==> src/rtl/core/jsu_pkg.sv <==
// Shared types, character codes and helpers for the JSON string unescaper.
package jsu_pkg;

    // Result kinds
    localparam logic [1:0] KIND_DATA  = 2'd0;
    localparam logic [1:0] KIND_DONE  = 2'd1;
    localparam logic [1:0] KIND_EMPTY = 2'd2;
    localparam logic [1:0] KIND_FAIL  = 2'd3;

    // Character codes
    localparam logic [7:0] CH_NUL    = 8'h00;
    localparam logic [7:0] CH_QUOTE  = 8'h22;
    localparam logic [7:0] CH_BSLASH = 8'h5c;
    localparam logic [7:0] CH_QMARK  = 8'h3f;
    localparam logic [7:0] CH_LC_N   = 8'h6e;
    localparam logic [7:0] CH_LC_R   = 8'h72;
    localparam logic [7:0] CH_LC_T   = 8'h74;
    localparam logic [7:0] CH_LC_B   = 8'h62;
    localparam logic [7:0] CH_LC_F   = 8'h66;
    localparam logic [7:0] CH_LC_U   = 8'h75;
    localparam logic [7:0] CH_LF     = 8'h0a;
    localparam logic [7:0] CH_CR     = 8'h0d;
    localparam logic [7:0] CH_TAB    = 8'h09;
    localparam logic [7:0] CH_BS     = 8'h08;
    localparam logic [7:0] CH_FF     = 8'h0c;

    // UTF-8 lead and continuation marks
    localparam logic [7:0] UTF_LEAD2 = 8'hc0;
    localparam logic [7:0] UTF_LEAD3 = 8'he0;
    localparam logic [7:0] UTF_CONT  = 8'h80;

    // Bundle slots: at most five data bytes and one closing result per item
    localparam int unsigned DATA_SLOTS = 5;
    localparam int unsigned QUEUE_DEPTH = 4;

    // Everything one input item produces, handed from front to back
    typedef struct packed {
        logic [DATA_SLOTS-1:0][7:0] data;
        logic [2:0]                 n_data;
        logic                       term_v;
        logic [1:0]                 term_kind;
    } t_bundle;

    function automatic logic is_hex(input logic [7:0] c);
        is_hex = (c >= 8'h30 && c <= 8'h39) || (c >= 8'h61 && c <= 8'h66) ||
                 (c >= 8'h41 && c <= 8'h46);
    endfunction

    function automatic logic [3:0] nibble(input logic [7:0] c);
        logic [7:0] v;
        v = 8'h00;
        if (c >= 8'h30 && c <= 8'h39) begin
            v = c - 8'h30;
        end else if (c >= 8'h61 && c <= 8'h66) begin
            v = c - 8'h57;
        end else if (c >= 8'h41 && c <= 8'h46) begin
            v = c - 8'h37;
        end
        nibble = v[3:0];
    endfunction

endpackage

==> src/rtl/core/jsu_front.sv <==
// Front end: accepts source bytes, runs the decode state and builds result bundles.
module jsu_front
    import jsu_pkg::*;
#(
    parameter int unsigned CAP_W = 13
) (
    input  logic             i_clk,
    input  logic             i_rst_n,
    input  logic             i_in_valid,
    output logic             o_in_ready,
    input  logic [7:0]       i_in_byte,
    input  logic             i_start_req,
    input  logic [CAP_W-1:0] i_cap_used,
    input  logic             i_q_full,
    output logic             o_push,
    output t_bundle          o_bundle
);

    typedef enum logic [3:0] {
        ST_IDLE = 4'b0001,
        ST_TEXT = 4'b0010,
        ST_ESC  = 4'b0100,
        ST_HEX  = 4'b1000
    } t_mode;

    typedef enum logic [1:0] {
        POST_NONE,
        POST_FIN,
        POST_ESC
    } t_post;

    t_mode              r_mode, n_mode;
    logic [1:0]         r_hc, n_hc;
    logic [23:0]        r_dig, n_dig;
    logic [CAP_W-1:0]   r_cnt, n_cnt;
    logic               r_ne, n_ne;

    t_mode              s_mode, keep_mode;
    logic [1:0]         s_hc;
    logic [23:0]        s_dig;
    logic [CAP_W-1:0]   s_cnt;
    logic [CAP_W:0]     s_room;
    logic               room_low;
    logic               s_ne;
    logic [DATA_SLOTS-1:0][7:0] p_bytes;
    logic [2:0]         p_n, base, k;
    t_post              post;
    logic               do_text, early_empty, fail, cap_hit, done;
    logic [15:0]        cp;
    logic               accept;

    assign o_in_ready = !i_q_full;
    assign accept     = i_in_valid && o_in_ready;

    // Work out the puts and the closing action this byte asks for
    always_comb begin
        s_mode = i_start_req ? ST_TEXT : r_mode;
        s_cnt  = i_start_req ? '0 : r_cnt;
        s_ne   = i_start_req ? 1'b0 : r_ne;
        s_hc   = i_start_req ? 2'd0 : r_hc;
        s_dig  = i_start_req ? 24'd0 : r_dig;

        // room left before the area is full, signed; the capacity may change mid-string
        s_room   = {1'b0, i_cap_used} - {1'b0, s_cnt} - (CAP_W+1)'(1);
        room_low = s_room[CAP_W] || (s_room == '0);

        p_bytes     = '0;
        p_n         = 3'd0;
        base        = 3'd0;
        post        = POST_NONE;
        keep_mode   = s_mode;
        do_text     = 1'b0;
        early_empty = 1'b0;
        fail        = 1'b0;
        n_hc        = s_hc;
        n_dig       = s_dig;
        cp          = {nibble(s_dig[7:0]), nibble(s_dig[15:8]), nibble(s_dig[23:16]),
                       nibble(i_in_byte)};

        if (i_start_req && i_cap_used <= CAP_W'(1)) begin
            early_empty = 1'b1;
        end else begin
            case (s_mode)
                ST_TEXT: begin
                    do_text = 1'b1;
                end
                ST_ESC: begin
                    keep_mode = ST_TEXT;
                    p_n       = 3'd1;
                    case (i_in_byte)
                        CH_NUL: begin
                            p_bytes[0] = CH_BSLASH;
                            post       = POST_FIN;
                        end
                        CH_LC_N: p_bytes[0] = CH_LF;
                        CH_LC_R: p_bytes[0] = CH_CR;
                        CH_LC_T: p_bytes[0] = CH_TAB;
                        CH_LC_B: p_bytes[0] = CH_BS;
                        CH_LC_F: p_bytes[0] = CH_FF;
                        CH_LC_U: begin
                            keep_mode = ST_HEX;
                            p_n       = 3'd0;
                            n_hc      = 2'd0;
                            n_dig     = 24'd0;
                        end
                        default: p_bytes[0] = i_in_byte;
                    endcase
                end
                ST_HEX: begin
                    if (is_hex(i_in_byte)) begin
                        if (s_hc != 2'd3) begin
                            // buffer the digit, first digit lowest
                            n_hc = s_hc + 2'd1;
                            case (s_hc)
                                2'd0:    n_dig[7:0]   = i_in_byte;
                                2'd1:    n_dig[15:8]  = i_in_byte;
                                default: n_dig[23:16] = i_in_byte;
                            endcase
                        end else begin
                            n_hc  = 2'd0;
                            n_dig = 24'd0;
                            if (s_room[CAP_W] || s_room <= (CAP_W+1)'(3)) begin
                                fail = 1'b1;
                            end else begin
                                keep_mode = ST_TEXT;
                                if (cp < 16'h0080) begin
                                    p_bytes[0] = cp[7:0];
                                    p_n        = 3'd1;
                                end else if (cp < 16'h0800) begin
                                    p_bytes[0] = UTF_LEAD2 | {3'b000, cp[10:6]};
                                    p_bytes[1] = UTF_CONT | {2'b00, cp[5:0]};
                                    p_n        = 3'd2;
                                end else begin
                                    p_bytes[0] = UTF_LEAD3 | {4'b0000, cp[15:12]};
                                    p_bytes[1] = UTF_CONT | {2'b00, cp[11:6]};
                                    p_bytes[2] = UTF_CONT | {2'b00, cp[5:0]};
                                    p_n        = 3'd3;
                                end
                            end
                        end
                    end else begin
                        // bad digit: '?', replay buffered digits, then plain text
                        keep_mode  = ST_TEXT;
                        n_hc       = 2'd0;
                        n_dig      = 24'd0;
                        p_bytes[0] = CH_QMARK;
                        p_bytes[1] = s_dig[7:0];
                        p_bytes[2] = s_dig[15:8];
                        p_bytes[3] = s_dig[23:16];
                        base       = 3'd1 + {1'b0, s_hc};
                        p_n        = base;
                        do_text    = 1'b1;
                    end
                end
                default: begin
                end
            endcase
        end

        // ordinary text byte, placed after anything already queued up
        if (do_text) begin
            if (i_in_byte == CH_NUL || i_in_byte == CH_QUOTE) begin
                post = POST_FIN;
            end else if (i_in_byte == CH_BSLASH) begin
                post = POST_ESC;
            end else begin
                p_bytes[base] = i_in_byte;
                p_n           = base + 3'd1;
            end
        end
    end

    // Trim the puts at the capacity limit and pick the closing result
    always_comb begin
        // with no room left the first put still goes out, then the string closes
        cap_hit = (p_n != 3'd0) && (room_low || ((CAP_W+1)'(p_n) >= s_room));
        k       = cap_hit ? (room_low ? 3'd1 : s_room[2:0]) : p_n;
        done    = cap_hit || (post == POST_FIN);

        o_bundle           = '0;
        o_bundle.data      = p_bytes;
        o_bundle.n_data    = k;
        o_bundle.term_v    = early_empty || fail || done;
        o_bundle.term_kind = early_empty ? KIND_EMPTY :
                             fail        ? KIND_FAIL  :
                             (s_ne || k != 3'd0) ? KIND_DONE : KIND_EMPTY;

        if (early_empty || fail || done) begin
            n_mode = ST_IDLE;
        end else if (post == POST_ESC) begin
            n_mode = ST_ESC;
        end else begin
            n_mode = keep_mode;
        end
        n_cnt = s_cnt + CAP_W'(k);
        n_ne  = s_ne || (k != 3'd0);
    end

    assign o_push = accept && (o_bundle.n_data != 3'd0 || o_bundle.term_v);

    // Advance decode state on each accepted beat
    always_ff @(posedge i_clk) begin
        if (!i_rst_n) begin
            r_mode <= ST_IDLE;
            r_hc   <= 2'd0;
            r_dig  <= 24'd0;
            r_cnt  <= '0;
            r_ne   <= 1'b0;
        end else if (accept) begin
            r_mode <= n_mode;
            r_hc   <= n_hc;
            r_dig  <= n_dig;
            r_cnt  <= n_cnt;
            r_ne   <= n_ne;
        end
    end

endmodule

==> src/rtl/core/jsu_queue.sv <==
// Short bundle queue between the decode front end and the output back end.
module jsu_queue
    import jsu_pkg::*;
(
    input  logic    i_clk,
    input  logic    i_rst_n,
    input  logic    i_push,
    input  t_bundle i_wdata,
    input  logic    i_pop,
    output t_bundle o_rdata,
    output logic    o_full,
    output logic    o_empty
);

    localparam int unsigned PW = $clog2(QUEUE_DEPTH);

    t_bundle        r_mem [QUEUE_DEPTH];
    logic [PW-1:0]  r_wr, r_rd;
    logic [PW:0]    r_cnt;

    assign o_full  = (r_cnt == (PW+1)'(QUEUE_DEPTH));
    assign o_empty = (r_cnt == '0);
    assign o_rdata = r_mem[r_rd];

    // Store pushed bundles
    always_ff @(posedge i_clk) begin
        if (i_push) begin
            r_mem[r_wr] <= i_wdata;
        end
    end

    // Move pointers and fill count
    always_ff @(posedge i_clk) begin
        if (!i_rst_n) begin
            r_wr  <= '0;
            r_rd  <= '0;
            r_cnt <= '0;
        end else begin
            if (i_push) begin
                r_wr <= r_wr + PW'(1);
            end
            if (i_pop) begin
                r_rd <= r_rd + PW'(1);
            end
            if (i_push && !i_pop) begin
                r_cnt <= r_cnt + (PW+1)'(1);
            end else if (i_pop && !i_push) begin
                r_cnt <= r_cnt - (PW+1)'(1);
            end
        end
    end

endmodule

==> src/rtl/core/jsu_back.sv <==
// Back end: unpacks bundles into output beats, one result per beat.
module jsu_back
    import jsu_pkg::*;
(
    input  logic       i_clk,
    input  logic       i_rst_n,
    input  t_bundle    i_bundle,
    input  logic       i_q_empty,
    output logic       o_pop,
    output logic       o_out_valid,
    input  logic       i_out_ready,
    output logic [7:0] o_out_byte,
    output logic [1:0] o_kind,
    output logic       o_last
);

    t_bundle    r_bund;
    logic [2:0] r_idx;
    logic       r_busy;
    logic [2:0] total;
    logic       is_data, beat;

    assign total   = r_bund.n_data + {2'b00, r_bund.term_v};
    assign is_data = (r_idx < r_bund.n_data);
    assign beat    = r_busy && i_out_ready;

    assign o_out_valid = r_busy;
    assign o_out_byte  = is_data ? r_bund.data[r_idx] : 8'h00;
    assign o_kind      = is_data ? KIND_DATA : r_bund.term_kind;
    assign o_last      = (r_idx == total - 3'd1);

    // Load the next bundle when idle or when the final beat leaves
    assign o_pop = !i_q_empty && (!r_busy || (beat && o_last));

    always_ff @(posedge i_clk) begin
        if (!i_rst_n) begin
            r_busy <= 1'b0;
            r_idx  <= 3'd0;
        end else if (o_pop) begin
            r_busy <= 1'b1;
            r_idx  <= 3'd0;
        end else if (beat) begin
            if (o_last) begin
                r_busy <= 1'b0;
            end
            r_idx <= r_idx + 3'd1;
        end
    end

    // Hold the bundle payload
    always_ff @(posedge i_clk) begin
        if (o_pop) begin
            r_bund <= i_bundle;
        end
    end

endmodule

==> src/rtl/core/json_string_unescape_utf8_core.sv <==
// Top level of the JSON string unescaper with UTF-8 output of \u escapes.
//
//  channel   direction  handshake                  payload
//  in        input      i_in_valid / o_in_ready    i_in_byte, i_start_req
//  out       output     o_out_valid / i_out_ready  o_out_byte, o_kind, o_last
//  cfg       input      i_cfg_valid / o_cfg_ready  i_cfg_out_capacity
//
//  One source byte is taken per cycle while the bundle queue has room; the decode
//  of a byte settles in the cycle it is taken.
//  Results leave at one beat per cycle while i_out_ready is high, registered in the
//  queue and back end; bytes with several results (up to six) drain from the queue.
//  Input stalls only when the four-entry queue is full. Reset is synchronous,
//  active low, and leaves the block finished and waiting for a start byte.
module json_string_unescape_utf8_core
    import jsu_pkg::*;
#(
    parameter int unsigned MAX_CAPACITY = 4096
) (
    input  logic        i_clk,
    input  logic        i_rst_n,
    input  logic        i_in_valid,
    output logic        o_in_ready,
    input  logic [7:0]  i_in_byte,
    input  logic        i_start_req,
    output logic        o_out_valid,
    input  logic        i_out_ready,
    output logic [7:0]  o_out_byte,
    output logic [1:0]  o_kind,
    output logic        o_last,
    input  logic        i_cfg_valid,
    output logic        o_cfg_ready,
    input  logic [12:0] i_cfg_out_capacity
);

    localparam int unsigned MW    = $clog2(MAX_CAPACITY + 1);
    localparam int unsigned CAP_W = (MW > 13) ? MW : 13;

    logic [12:0]      r_cap;
    logic [CAP_W-1:0] cap_ext, cap_used;
    logic             q_full, q_empty, push, pop;
    t_bundle          f_bundle, q_bundle;

    // Capacity register
    assign o_cfg_ready = 1'b1;

    always_ff @(posedge i_clk) begin
        if (!i_rst_n) begin
            r_cap <= 13'd1024;
        end else if (i_cfg_valid) begin
            r_cap <= i_cfg_out_capacity;
        end
    end

    // Clamp to the largest supported area
    assign cap_ext  = CAP_W'(r_cap);
    assign cap_used = (cap_ext > CAP_W'(MAX_CAPACITY)) ? CAP_W'(MAX_CAPACITY) : cap_ext;

    jsu_front #(
        .CAP_W (CAP_W)
    ) u_front (
        .i_clk       (i_clk),
        .i_rst_n     (i_rst_n),
        .i_in_valid  (i_in_valid),
        .o_in_ready  (o_in_ready),
        .i_in_byte   (i_in_byte),
        .i_start_req (i_start_req),
        .i_cap_used  (cap_used),
        .i_q_full    (q_full),
        .o_push      (push),
        .o_bundle    (f_bundle)
    );

    jsu_queue u_queue (
        .i_clk   (i_clk),
        .i_rst_n (i_rst_n),
        .i_push  (push),
        .i_wdata (f_bundle),
        .i_pop   (pop),
        .o_rdata (q_bundle),
        .o_full  (q_full),
        .o_empty (q_empty)
    );

    jsu_back u_back (
        .i_clk       (i_clk),
        .i_rst_n     (i_rst_n),
        .i_bundle    (q_bundle),
        .i_q_empty   (q_empty),
        .o_pop       (pop),
        .o_out_valid (o_out_valid),
        .i_out_ready (i_out_ready),
        .o_out_byte  (o_out_byte),
        .o_kind      (o_kind),
        .o_last      (o_last)
    );

endmodule

==> config.mk <==
export PLATFORM = sky130hd
export DESIGN_NAME = json_string_unescape_utf8_core
export DESIGN_NICKNAME = d
export VERILOG_FILES = /design/src/rtl/core/jsu_pkg.sv /design/src/rtl/core/jsu_front.sv /design/src/rtl/core/jsu_queue.sv /design/src/rtl/core/jsu_back.sv /design/src/rtl/core/json_string_unescape_utf8_core.sv
export SDC_FILE = /design/constraint.sdc
export NUM_CORES = 1
export LEC_CHECK = 0
export BUFFER_PORTS_ARGS = -buffer_cell sky130_fd_sc_hd__buf_2
export CAP_MARGIN = 20
export CORE_MARGIN = 5
export CORE_UTILIZATION = 56
export CTS_BUF_LIST = sky130_fd_sc_hd__clkbuf_4 sky130_fd_sc_hd__clkbuf_8
export CTS_CLUSTER_SIZE = 8
export DETAILED_ROUTE_END_ITERATION = 10
export GPL_TIMING_DRIVEN = 0
export PLACE_DENSITY = 0.73
export SYNTH_ARGS = -nofsm -noshare
export SYNTH_HDL_FRONTEND = slang
export SYNTH_SLANG_ARGS = --single-unit
==> constraint.sdc <==
create_clock -name i_clk -period 9.7 [get_ports i_clk]
set_input_delay 1.94 -clock i_clk [delete_from_list [all_inputs] [get_ports i_clk]]
set_output_delay 1.94 -clock i_clk [all_outputs]
set_load 0.05 [all_outputs]
**After elaboration in Yosys (flattened, before gate mapping)**

Memory sizes are Yosys's and may differ from the RTL's. A register that Yosys moved wholly into a read port is not among the register bits.
Cells that the tools add are included.

- Register bits after elaboration: 68
- Bits in writable memories: 184
- Input bits: 27
- Output and inout port bits: 14
- Word-level logic and storage cells: 242
- Memories kept: 1

Memories:

| name | words | width | rd ports | clocked after Yosys merged registers in | wr ports | RTL line | text |
|---|---|---|---|---|---|---|---|
| u_queue.r_mem | 4 | 46 | 1 | 1 | 1 | jsu_queue.sv:17 | `t_bundle r_mem [QUEUE_DEPTH];` |

- Add/sub/neg operators: 25
- Order comparisons: 34
- Eq/ne operators: 17
- Multiplexer cells: 102
- Bitwise logic cells: 1
- Reduce and logical (&&, ||, !) cells: 51

Operator list:

| cell | number |
|---|---|
| 24-bit 2-to-1 mux | 9 |
| 40-bit 2-to-1 mux | 3 |
| 4-bit 2-to-1 mux | 20 |
| 8-bit 2-to-1 mux | 9 |
| 8-bit by 7-bit >= comparator with 1-bit output, second input constant | 8 |
| 8-bit by 7-bit less-or-equal comparator with 1-bit output, second input constant | 8 |
| 8-bit by 7-bit equality test with 1-bit output, second input constant | 7 |
| 8-bit one-hot mux with 7 select lines | 1 |
| 24-bit one-hot mux with 2 select lines | 1 |
| 3-bit 2-to-1 mux | 15 |
| 40-bit bitwise mux | 1 |
| 8-bit by 6-bit >= comparator with 1-bit output, second input constant | 4 |
| 8-bit by 6-bit less-or-equal comparator with 1-bit output, second input constant | 4 |
| 32-bit 2-to-1 mux | 1 |
| 4-bit by 3-bit subtractor with 4-bit output, second input constant | 8 |
| 13-bit 2-to-1 mux | 2 |
| 2-bit 2-to-1 mux | 13 |
| 8-bit binary-select mux with 3-bit select | 1 |
| 8-bit demux with 3-bit select | 1 |
| 1-bit logical AND | 22 |
| 1-bit 2-to-1 mux | 18 |
| 16-bit by 12-bit less-than comparator with 1-bit output, second input constant | 1 |
| 16-bit by 8-bit less-than comparator with 1-bit output, second input constant | 1 |
| 16-bit 2-to-1 mux | 1 |
| 42 further kinds | 71 |

**Depth between registers and ports, before layout**

Gate-level depths: netlist of the first run.

- Depth after elaboration: 28
- Gate-level depth with buffers: 31
- Depth with buffers taken out: 29

**Hierarchy**

A second synthesis of the first run with hierarchy kept.

- Cells, all modules: 1,246
- Area, all modules: 15,250.9 µm²

Modules (own cells, without submodules):

| module | instances | cells an instance | area each (µm²) | seq. area each (µm²) |
|---|---|---|---|---|
| jsu_queue | 1 | 283 | 7,145.6 | 5,705.5 |
| jsu_front | 1 | 757 | 5,357.6 | 880.8 |
| jsu_back | 1 | 148 | 2,148.3 | 1,461.4 |
| json_string_unescape_utf8_core | 1 | 58 | 599.3 | 260.2 |

**Least setup slack after synthesis of the first run**

OpenSTA, ideal clock, no wires.

- Kind: input to register
- Start: input i_start_req
- End: register u_front.r_cnt[8]
- Setup time: 0.128 ns
- Arrival time: 7.876 ns
- Data required time: 9.572 ns
- Slack: 1.696 ns
- Stages on the path: 31
- Path buffers: 2
- Cell sequence: buf_2 > buf_1 > nor2b_1 > inv_1 > ha_1 > inv_1 > fa_1 > nand2b_1 > a21oi_1 > o21ai_1 > xnor2_1 > or4_4 > nor4_4 > nor2_1 > a32oi_1 > ha_1 > nand2b_1 > a21oi_1 > o21ai_0 > a21oi_1 > a21o_1 > mux2i_1 > ha_1 > inv_1 > fa_1 > nor2b_1 > o211ai_1 > nor2_1 > nand4_1 > xnor2_1 > nor2_1

RTL lines:

| what | RTL line | text |
|---|---|---|
| from (decl) | json_string_unescape_utf8_core.sv:24 | `input logic i_start_req,` |
| to (signal assigned) | jsu_front.sv:213 | `r_cnt <= n_cnt;` |
| to (decl) | jsu_front.sv:35 | `logic [CAP_W-1:0] r_cnt, n_cnt;` |

==> results.md, run 1 <==
- The run finished with clean final reports.
- Yosys instantiated no cell more often than sky130_fd_sc_hd__edfxtp_1.
- By startpoint and endpoint, the worst setup path is classified as in2reg.
- The sum of overflow across all layers after global routing is 0.
- The number of synthesized flops with an enable pin is 230.
- For this run, the leading register cell type out of synthesis is sky130_fd_sc_hd__edfxtp_1.
- The largest net degree at the start of global routing is 34.
- For this run, design rule violations remaining after detail routing come to 0.
- Of the cells placed in the final design, the portion with a size suffix greater than 1 is 16.4%.
- The average instance in the mapped netlist occupies 12.3 um^2.
- In the final layout, flip-flops and latches occupy 8270 um^2.
- The TritonCTS clock tree is done.
- The Yosys warning count is 0.
- In the synthesized netlist the async set-or-reset flop fraction comes to 0%.
- The number of nets handed over by synthesis was 1273.
- In this run, post-CTS repair resized a total of 0 instances.
- The worst endpoint data arrival time is 9610 ps.
- The worst pin sits at a relative slew slack of 29.6%.
- The HPWL after detailed placement is 26200 um.
- Max-cap violations in this run came to 0.
- Ranked by instance count, the synthesized netlist is headed by 230 x sky130_fd_sc_hd__edfxtp_1, 118 x sky130_fd_sc_hd__nand2_1, 102 x sky130_fd_sc_hd__nor2_1.
- The share of Yosys cell area claimed by the top area cell type is 46.9%.
- The cell leakage power is 5.62 nW.
- The signed area change from the synthesized netlist to the final layout is 10.8%.
- The number of DRC markers after the initial detailed-route iteration is 910.
- The area of the core is 26000 um^2.
- In this run the critical register-to-register path is captured at u_front.r_cnt[8].
- By area the synthesized netlist is led by sky130_fd_sc_hd__edfxtp_1 47%, sky130_fd_sc_hd__dfxtp_1 9.2%, sky130_fd_sc_hd__mux4_2 8.3%, sky130_fd_sc_hd__ha_1 4.2%, sky130_fd_sc_hd__nand2_1 3.0%.
- The clock transition at the registers of the reported paths is 60 ps.
- The root buffer cell is sky130_fd_sc_hd__clkbuf_8.
- The design draws 3.48 mW.
- The maximum fanout count along the critical path is 10.
- The worst clock skew is 33.0 ps.
- Once detail routing completed, the nets flagged for antenna violations numbered 0.
- The worst hold path begins at u_front.r_cnt[0].
- The largest single stage delay on the critical path is 560 ps.
- For hold timing, the worst endpoint is u_front.r_cnt[0].
- The worst setup path is captured at a flip-flop.
- After synthesis, the netlist uses 84 different library cells.
- The number of global-route vias before repair is 9877.
- The clock net in this run drives a total of 298 sinks.
- For this run, the detailed router's first-pass iteration total came to 5.
- The diode insertion count for antenna repair is 0.
- The number of hold violations in the final report is 0.
- The number of port buffers is 36.
- The element type at the critical path start is an input port.
- The overall via count from detail_route is 10100.
- The hold buffer count at CTS is 0.
- After clock tree synthesis, the setup repair step added 0 buffers.
- 41 I/O pins were placed.
- The maximum buffer depth of the clock tree is 3.
- The number of pins with negative max-slew slack in the final report is 0.
- The peak supply drop is 0.254 mV.
- In the final design database the tool counted 1364 nets.
- The total negative slack is 0 ps.
- The die is 172 um wide.
- The worst hold path was traced through 2 stages.
- CTS built an H-tree with a depth of 2.
- In the final routed layout, each cell accounts on average for 21.7 um.
- In the final layout, the multi-input gates occupy 6110 um^2.
- The part of the cycle the worst path needs is 94.5%.
- The power per cell area is 213 nW/um^2.
- The synthesized instance count is 1193.
- The clock reaches the later pin of the worst-skew pair after 570 ps.
- The initial antenna violation count is 0.
- The global-route usage over all layers is 24.3%.
- The effective utilization at floorplan is 56.7%.
- The origin of the critical flop-to-flop path is cap_ext[12].
- The total die area is 29600 um^2.
- The class of the tightest hold or removal check is reg2reg.
- The slack of the worst reg-to-reg path is 2400 ps.
- The first global-routing pass estimated 55200 um of wire.
- Summed over all instances, the cell type with the most area after synthesis is sky130_fd_sc_hd__edfxtp_1.
- The slowest stage of the critical path belongs to the cell sky130_fd_sc_hd__nor4_4.
- After synthesis, flip-flops and latches occupy 56.1% of the total area.
- In this run the cell area of the synthesized design comes to 14700 um^2.
- The layout has 2032 filler cells.
- After detailed routing, the number of vias per cell comes to 6.12.
- In this run the core area contains 59 standard-cell rows.
- The worst register-to-register path has a depth of 27.
- The wire length after detailed routing is 35700 um.
- The synthesized flop and latch total is 298.
- The peak clock frequency supported by timing is 109 MHz.
- Buffers inserted during clock tree synthesis total 47.
- The start point of the critical path is i_start_req.
- The worst path needs 9170 ps of the cycle, external delays included.
- The transition time of the tightest slew-check pin is 1060 ps.
- The number of setup violations in the final report is 0.
- The routability congestion estimate is 0.962.
- The die outline height is 172 um.
- Setup repair after global routing left no endpoint under its margin.
- At the worst endpoint, the required time is 10140 ps.
-- stage by stage --
step	instances	hold slack [ps]	setup WS, ps	cell area, um^2	utilization [%]
after floorplan	1193	432	1700	14700	-
after global placement	1564	439	-35.5	15300	59.0
after detailed placement	1570	444	-80.7	15500	59.5
after CTS	1645	452	482	16300	62.8
after global routing	1645	469	47.4	16300	62.8
final	1645	451	535	16300	62.8
-- area by class of cell --
class                   count  share of cell area [%]
clock buffers              64                    4.82
well taps                 335                    2.57
plain buffers              57                    1.43
multi-input cells         801                    37.4
repair buffers             42                    1.75
clock inverters            11                   0.506
inverters                  37                   0.851
flip-flops and latches    298                    50.7
-- sequential cells by signal (all words and copies together) (netlist names), 2 cells and up --
name / flops
u_front.r_cnt: 13
u_front.r_hc: 2
u_queue.r_mem: 184
u_queue.r_cnt: 3
u_front.r_mode: 4
u_queue.r_rd: 2
u_back.r_idx: 3
u_queue.r_wr: 2
cap_ext: 13
u_front.r_dig: 24
u_back.r_bund: 46
-- power breakdown --
part	switching, mW	total, mW	internal (mW)
sequential	0.0569	1.64	1.58
combinational	0.530	0.842	0.312
clock	0.450	0.997	0.547
-- cell usage in the layout, fill, tap and decap left out, types with 6 or more instances in the layout --
| cell type | n |
|---|---|
| sky130_fd_sc_hd__edfxtp_1 | 230 |
| sky130_fd_sc_hd__nand2_1 | 118 |
| sky130_fd_sc_hd__nor2_1 | 102 |
| sky130_fd_sc_hd__dfxtp_1 | 68 |
| sky130_fd_sc_hd__mux4_2 | 54 |
| sky130_fd_sc_hd__o21ai_0 | 50 |
| sky130_fd_sc_hd__ha_1 | 50 |
| sky130_fd_sc_hd__clkbuf_8 | 49 |
| sky130_fd_sc_hd__a21oi_1 | 47 |
| sky130_fd_sc_hd__buf_2 | 43 |
| sky130_fd_sc_hd__a22oi_1 | 39 |
| sky130_fd_sc_hd__clkbuf_1 | 36 |
| sky130_fd_sc_hd__inv_1 | 34 |
| sky130_fd_sc_hd__nand3_1 | 28 |
| sky130_fd_sc_hd__nor2b_1 | 25 |
| sky130_fd_sc_hd__mux2i_1 | 20 |
| sky130_fd_sc_hd__a21o_1 | 19 |
| sky130_fd_sc_hd__xnor2_1 | 19 |
| sky130_fd_sc_hd__nor3_1 | 18 |
| sky130_fd_sc_hd__clkbuf_4 | 16 |
| sky130_fd_sc_hd__nand2b_1 | 13 |
| sky130_fd_sc_hd__and2_1 | 13 |
| sky130_fd_sc_hd__nor4_1 | 11 |
| sky130_fd_sc_hd__xor2_1 | 11 |
| sky130_fd_sc_hd__buf_1 | 11 |
| sky130_fd_sc_hd__o211ai_1 | 9 |
| sky130_fd_sc_hd__and3_1 | 9 |
| sky130_fd_sc_hd__nor3b_1 | 8 |
| sky130_fd_sc_hd__a31oi_1 | 8 |
| sky130_fd_sc_hd__or3_1 | 7 |
| sky130_fd_sc_hd__a211oi_1 | 7 |
| sky130_fd_sc_hd__clkinv_1 | 7 |
| sky130_fd_sc_hd__a32oi_1 | 6 |
-- worst max-delay path by stage --
stage	cells past startpoint	end
floorplan	31	u_front.r_cnt[8]
global placement	32	u_front.r_cnt[8]
detailed placement	32	u_front.r_cnt[8]
CTS	32	u_front.r_cnt[8]
global route	32	u_front.r_cnt[8]
finish	32	u_front.r_cnt[8]
-- cell families (layout without fill, tap and decap cells) --
family	Yosys count	count (layout)	synth area share, %
AO/OA/AOI/OAI	247	247	11.7
XOR/XNOR	30	30	1.78
adder cells (fa/ha/maj)	53	53	4.65
buffers and inverters	94	211	2.53
flip-flops	298	298	56.1
multiplexers	76	76	9.79
other	1	1	0.0255
AND/OR/NAND/NOR	394	394	13.4
-- worst max-delay path, delay by kind of cell --
kind            cells  cell delay [ps]
mux                 1              500
buf+inv             6             1180
compound gates      8             1800
simple gates       10             2310
fa+ha+maj           5             1530
xor+xnor            2              330
-- per-layer routing --
layer	up-vias	wire, um	part of all wire [%]	track usage, %
met5	-	0	0	0
met4	0	928	2.6	7.28
met3	61	2110	5.9	3.98
met2	355	17300	49	40.4
met1	4940	15300	43	33.3
li1	4715	-	-	-
Power figures use the tool's default switching activity.
==> run 2, diff against run 1 <==
--- a/config.mk
+++ b/config.mk
@@ -5,6 +5,7 @@
 export SDC_FILE = /design/constraint.sdc
 export NUM_CORES = 1
 export LEC_CHECK = 0
+export ABC_AREA = 1
 export BUFFER_PORTS_ARGS = -buffer_cell sky130_fd_sc_hd__buf_2
 export CAP_MARGIN = 20
 export CORE_MARGIN = 5
==> run 2 against run 1 <==
Worst setup slack improved by 200 ps. Via count increased by 32%. Wire length increased by 21%. Non-clock buffer count increased by 17. Sequential power increased by 4%. Sequential share of layout area decreased by 3.4 points. Core utilization increased by 0.32 points. Power increased by 14%. Synthesized cell count increased by 50%. Combinational power increased by 35%. Final cell count increased by 39%. Largest power group unchanged.
==> results.md, run 2 <==
- The net count reported at finish is 1962 (+44%).
- The number of hold violations in the final report is 0 (unchanged).
- The most numerous cell type found on the critical path is sky130_fd_sc_hd__nand2_1.
- The wire length after detailed routing came to 43100 um (+21%).
- The peak supply drop is 0.137 mV (-46%).
- The global-route usage over all layers is 27.3% (+3.1 points).
- The HPWL after detailed placement is 31400 um (+20%).
- The number of pins with negative max-slew slack in the final report is 0 (unchanged).
- The async set-or-reset flop fraction in the synthesized netlist is 0% (unchanged).
- The maximum single-stage delay on the critical path is 410 ps (-150 ps).
- The worst endpoint data arrival time came to 9380 ps (-230 ps).
- The max-capacitance violation count is 0 (unchanged).
- The number of global-route vias before repair was 12600 (+27%).
- The largest net degree at the start of global routing was 29 (-15%).
- The CTS H-tree depth is 2 (unchanged).
- The final hold slack is 467 ps (+16.5 ps).
- The maximum buffer depth of the clock tree is 3 (unchanged).
- In the final layout, the registers with the most flip-flops are u_queue.r_mem (184), u_back.r_bund (46), u_front.r_dig (24).
- The count of buffer and inverter cells on the critical path came to 10 (+4).
- TritonCTS built the clock tree.
- The average wire per cell in the routed design is 18.8 um (-13%).
- The effective utilization at floorplan is 56.6% (-0.088 points).
- The synthesized flop and latch total was 298 (unchanged).
- The power per cell area came to 227 nW/um^2 (+6.3%).
- The number of buffers inserted to repair setup after CTS is 0 (unchanged).
- The shortest period the worst path allows is 8970 ps (-197 ps).
- The register with the most flip-flops in the final layout is u_queue.r_mem.
- The fraction of layout cells with a size suffix above 1 is 10.2% (-6.2 points).
- The global-route wire length before repair is 67500 um (+22%).
- The clock transition at the registers of the reported paths is 60 ps (about the same).
- The most used flip-flop cell after synthesis is sky130_fd_sc_hd__edfxtp_1.
- The number of port buffers was 38 (+5.6%).
- The worst clock skew is 30.1 ps (-2.88 ps).
- The register area share after synthesis came to 52.7% (-3.4 points).
- The remaining antenna violation count after routing is 0 (unchanged).
- The maximum fanout count along the critical path is 19 (+9).
- The signed area change from the synthesized netlist to the final layout is 11.5%.
- The part of the cycle the worst path needs was 92.5% (-2.0 points).
- The cell leakage power is 6.83 nW (+22%).
- The min-delay analysis places its worst path in the category reg2reg.
- The initial antenna violation count is 0 (unchanged).
- The chip width is 177 um (+3.0%).
- The share of Yosys cell area claimed by the top area cell type was 44.0% (-2.8 points).
- The mean instance size in the synthesized netlist is 8.77 um^2 (-29%).
- The Yosys warning count is 0 (unchanged).
- The I/O pin count is 41 (unchanged).
- Setup repair after global routing left no endpoint under its margin.
- The number of iterations in the first detailed-routing pass is 6 (+1).
- The kind of cell adding the most delay to the critical path is simple AND/OR/NAND/NOR gates.
- The synthesized instance count is 1789 (+50%).
- The routability congestion estimate came to 0.971 (+0.89%).
- The root buffer cell chosen for the clock tree is sky130_fd_sc_hd__clkbuf_8.
- The number of buffers created by CTS came to 48 (+2.1%).
- For this design, the slowest cell found on the critical path is sky130_fd_sc_hd__o21ai_1.
- The summed instance area of the synthesized netlist was 15700 um^2 (+6.5%).
- STA classifies the critical path endpoint as a flip-flop.
- The area of the core is 27700 um^2 (+6.6%).
- The TritonCTS sink count was 298 (unchanged).
- The diode insertion count for antenna repair is 0 (unchanged).
- The net count after synthesis is 1869 (+47%).
- The routed via count divided by cell count is 5.78 (-5.6%).
- The overall via count from detail_route is 13300 (+32%).
- The fraction of the core area covered by cells at the end of the flow is 63.1% (+0.32 points).
- The relative slew slack is 37.7% (+8.0 points).
- The clock latency of the later-clocked register in the worst-skew pair came to 570 ps (about the same).
- The peak clock frequency supported by timing is 112 MHz (+2.2%).
- The dominant cell by count in the synthesized netlist is sky130_fd_sc_hd__nand2_1.
- The number of cell rows is 61 (+3.4%).
- The number of setup violations in the final report is 0 (unchanged).
- The residual DRC count is 0 (unchanged).
- The library cell used most frequently in the layout, excluding fill and tap cells, is sky130_fd_sc_hd__nand2_1.
- The data required time at the worst endpoint is 10120 ps (-20 ps).
- By area the synthesized netlist is led by sky130_fd_sc_hd__edfxtp_1 44%, sky130_fd_sc_hd__dfxtp_1 8.7%, sky130_fd_sc_hd__nand2_1 7.5%, sky130_fd_sc_hd__o21ai_0 6.7%, sky130_fd_sc_hd__nor2_1 5.4%.
- The type of the worst setup path is in2reg.
- Leaving out fill and tap cells, the most frequent cells in the layout are 312 x sky130_fd_sc_hd__nand2_1, 230 x sky130_fd_sc_hd__edfxtp_1, 222 x sky130_fd_sc_hd__nor2_1.
- The total die area is 31500 um^2 (+6.1%).
- The number of flip-flops in the largest register is 184 (unchanged).
- The flow ran to the end, and the final reports show no timing, DRC or antenna violations.
- The die outline height is 177 um (+3.0%).
- The sum of overflow across all layers after global routing is 0 (unchanged).
- The transition time of the tightest slew-check pin is 932 ps (-123 ps).
- The number of DRC markers after the initial detailed-route iteration is 1430 (+57%).
- The count of unique library cells instantiated by Yosys is 56 (-33%).
- The largest total area in the synthesized netlist belongs to sky130_fd_sc_hd__edfxtp_1.
- The worst setup path is launched from an input port.
- The number of synthesized flops with an enable pin is 230 (unchanged).
- The count of fill cells added during filler insertion is 2315 (+14%).
- Ranked by instance count, the synthesized netlist is headed by 312 x sky130_fd_sc_hd__nand2_1, 230 x sky130_fd_sc_hd__edfxtp_1, 227 x sky130_fd_sc_hd__nor2_1.
-- run 2: changes by cell type in the layout (fill, tap and decap cells not counted), sizes merged, moves of 31 or more --
cell    previous run  this run
nor2             102       238
nand2            118       333
o22ai              4        80
a21oi             50        81
inv               38       193
clkbuf           102       134
o21ai             55       218
nand3             28        90
mux4              54         0
a22oi             39         5
-- run 2: final cells by class --
type,instances,area [um^2],area share [%]
flip-flops and latches,298,8270,47.3
multi-input cells,1223,6420,36.7
well taps,378,473,2.70
plain buffers,72,297,1.70
clock inverters,11,139,0.794
clock buffers,72,860,4.91
repair buffers,44,303,1.73
inverters,195,733,4.19
-- run 2: path summary, 6_finish.rpt --
kind         cells past startpoint              start  slack [ps]                 to
max                             45        i_start_req         730  u_front.r_cnt[12]
min                              2  u_front.r_mode[3]         470  u_front.r_mode[3]
max reg2reg                     44         cap_ext[8]        1780  u_front.r_cnt[12]
min reg2reg                      2  u_front.r_mode[3]         470  u_front.r_mode[3]
-- run 2: power by group --
| part | switching [mW] | internal (mW) | total (mW) |
|---|---|---|---|
| logic | 0.825 | 0.311 | 1.14 |
| registers | 0.0736 | 1.62 | 1.70 |
| clock network | 0.482 | 0.646 | 1.13 |
| total | 1.38 | 2.58 | 3.96 |
-- run 2: worst min-delay path: stages (launching register included) --
cell,delay (ps)
sky130_fd_sc_hd__dfxtp_1,300
sky130_fd_sc_hd__nand2_1,60
sky130_fd_sc_hd__a21oi_1,60
-- run 2: what timing repair did --
item / 4_1_cts / 5_1_grt
endpoints found under the hold margin: 0 / 0
endpoints found under the setup margin: 1 / 3
gates resized for setup: 1 / 1
hold buffers: 0 / 0
-- run 2: logic make-up (layout without fill, tap and decap cells) --
family	after synthesis	in the layout	share of synthesized area [%]
buffers and inverters	268	394	6.58
flip-flops	298	298	52.7
AO/OA/AOI/OAI	423	423	15.1
XOR/XNOR	18	18	1.01
adder cells (fa/ha/maj)	53	53	4.37
other	1	1	0.0239
AND/OR/NAND/NOR	728	728	20.2
-- run 2: stage by stage --
stage	area, um^2	TNS (ps)	power [mW]	worst slack [ps]	instances
after floorplan	15700	0	2.47	1590	1789
after global placement	16300	-257890	2.81	-1490	2205
after detailed placement	16500	-1220	2.85	-568	2211
after CTS	17500	0	3.98	268	2294
after global routing	17500	0	4.16	231	2293
final	17500	0	3.96	732	2293
-- run 2: layer usage --
layer / track usage (%) / vias to the layer above / share of wire, %
met5: 0 / - / 0
li1: - / 6370 / -
met2: 46.1 / 532 / 48
met3: 3.81 / 88 / 7.0
met1: 37.2 / 6260 / 42
met4: 8.09 / 0 / 2.9
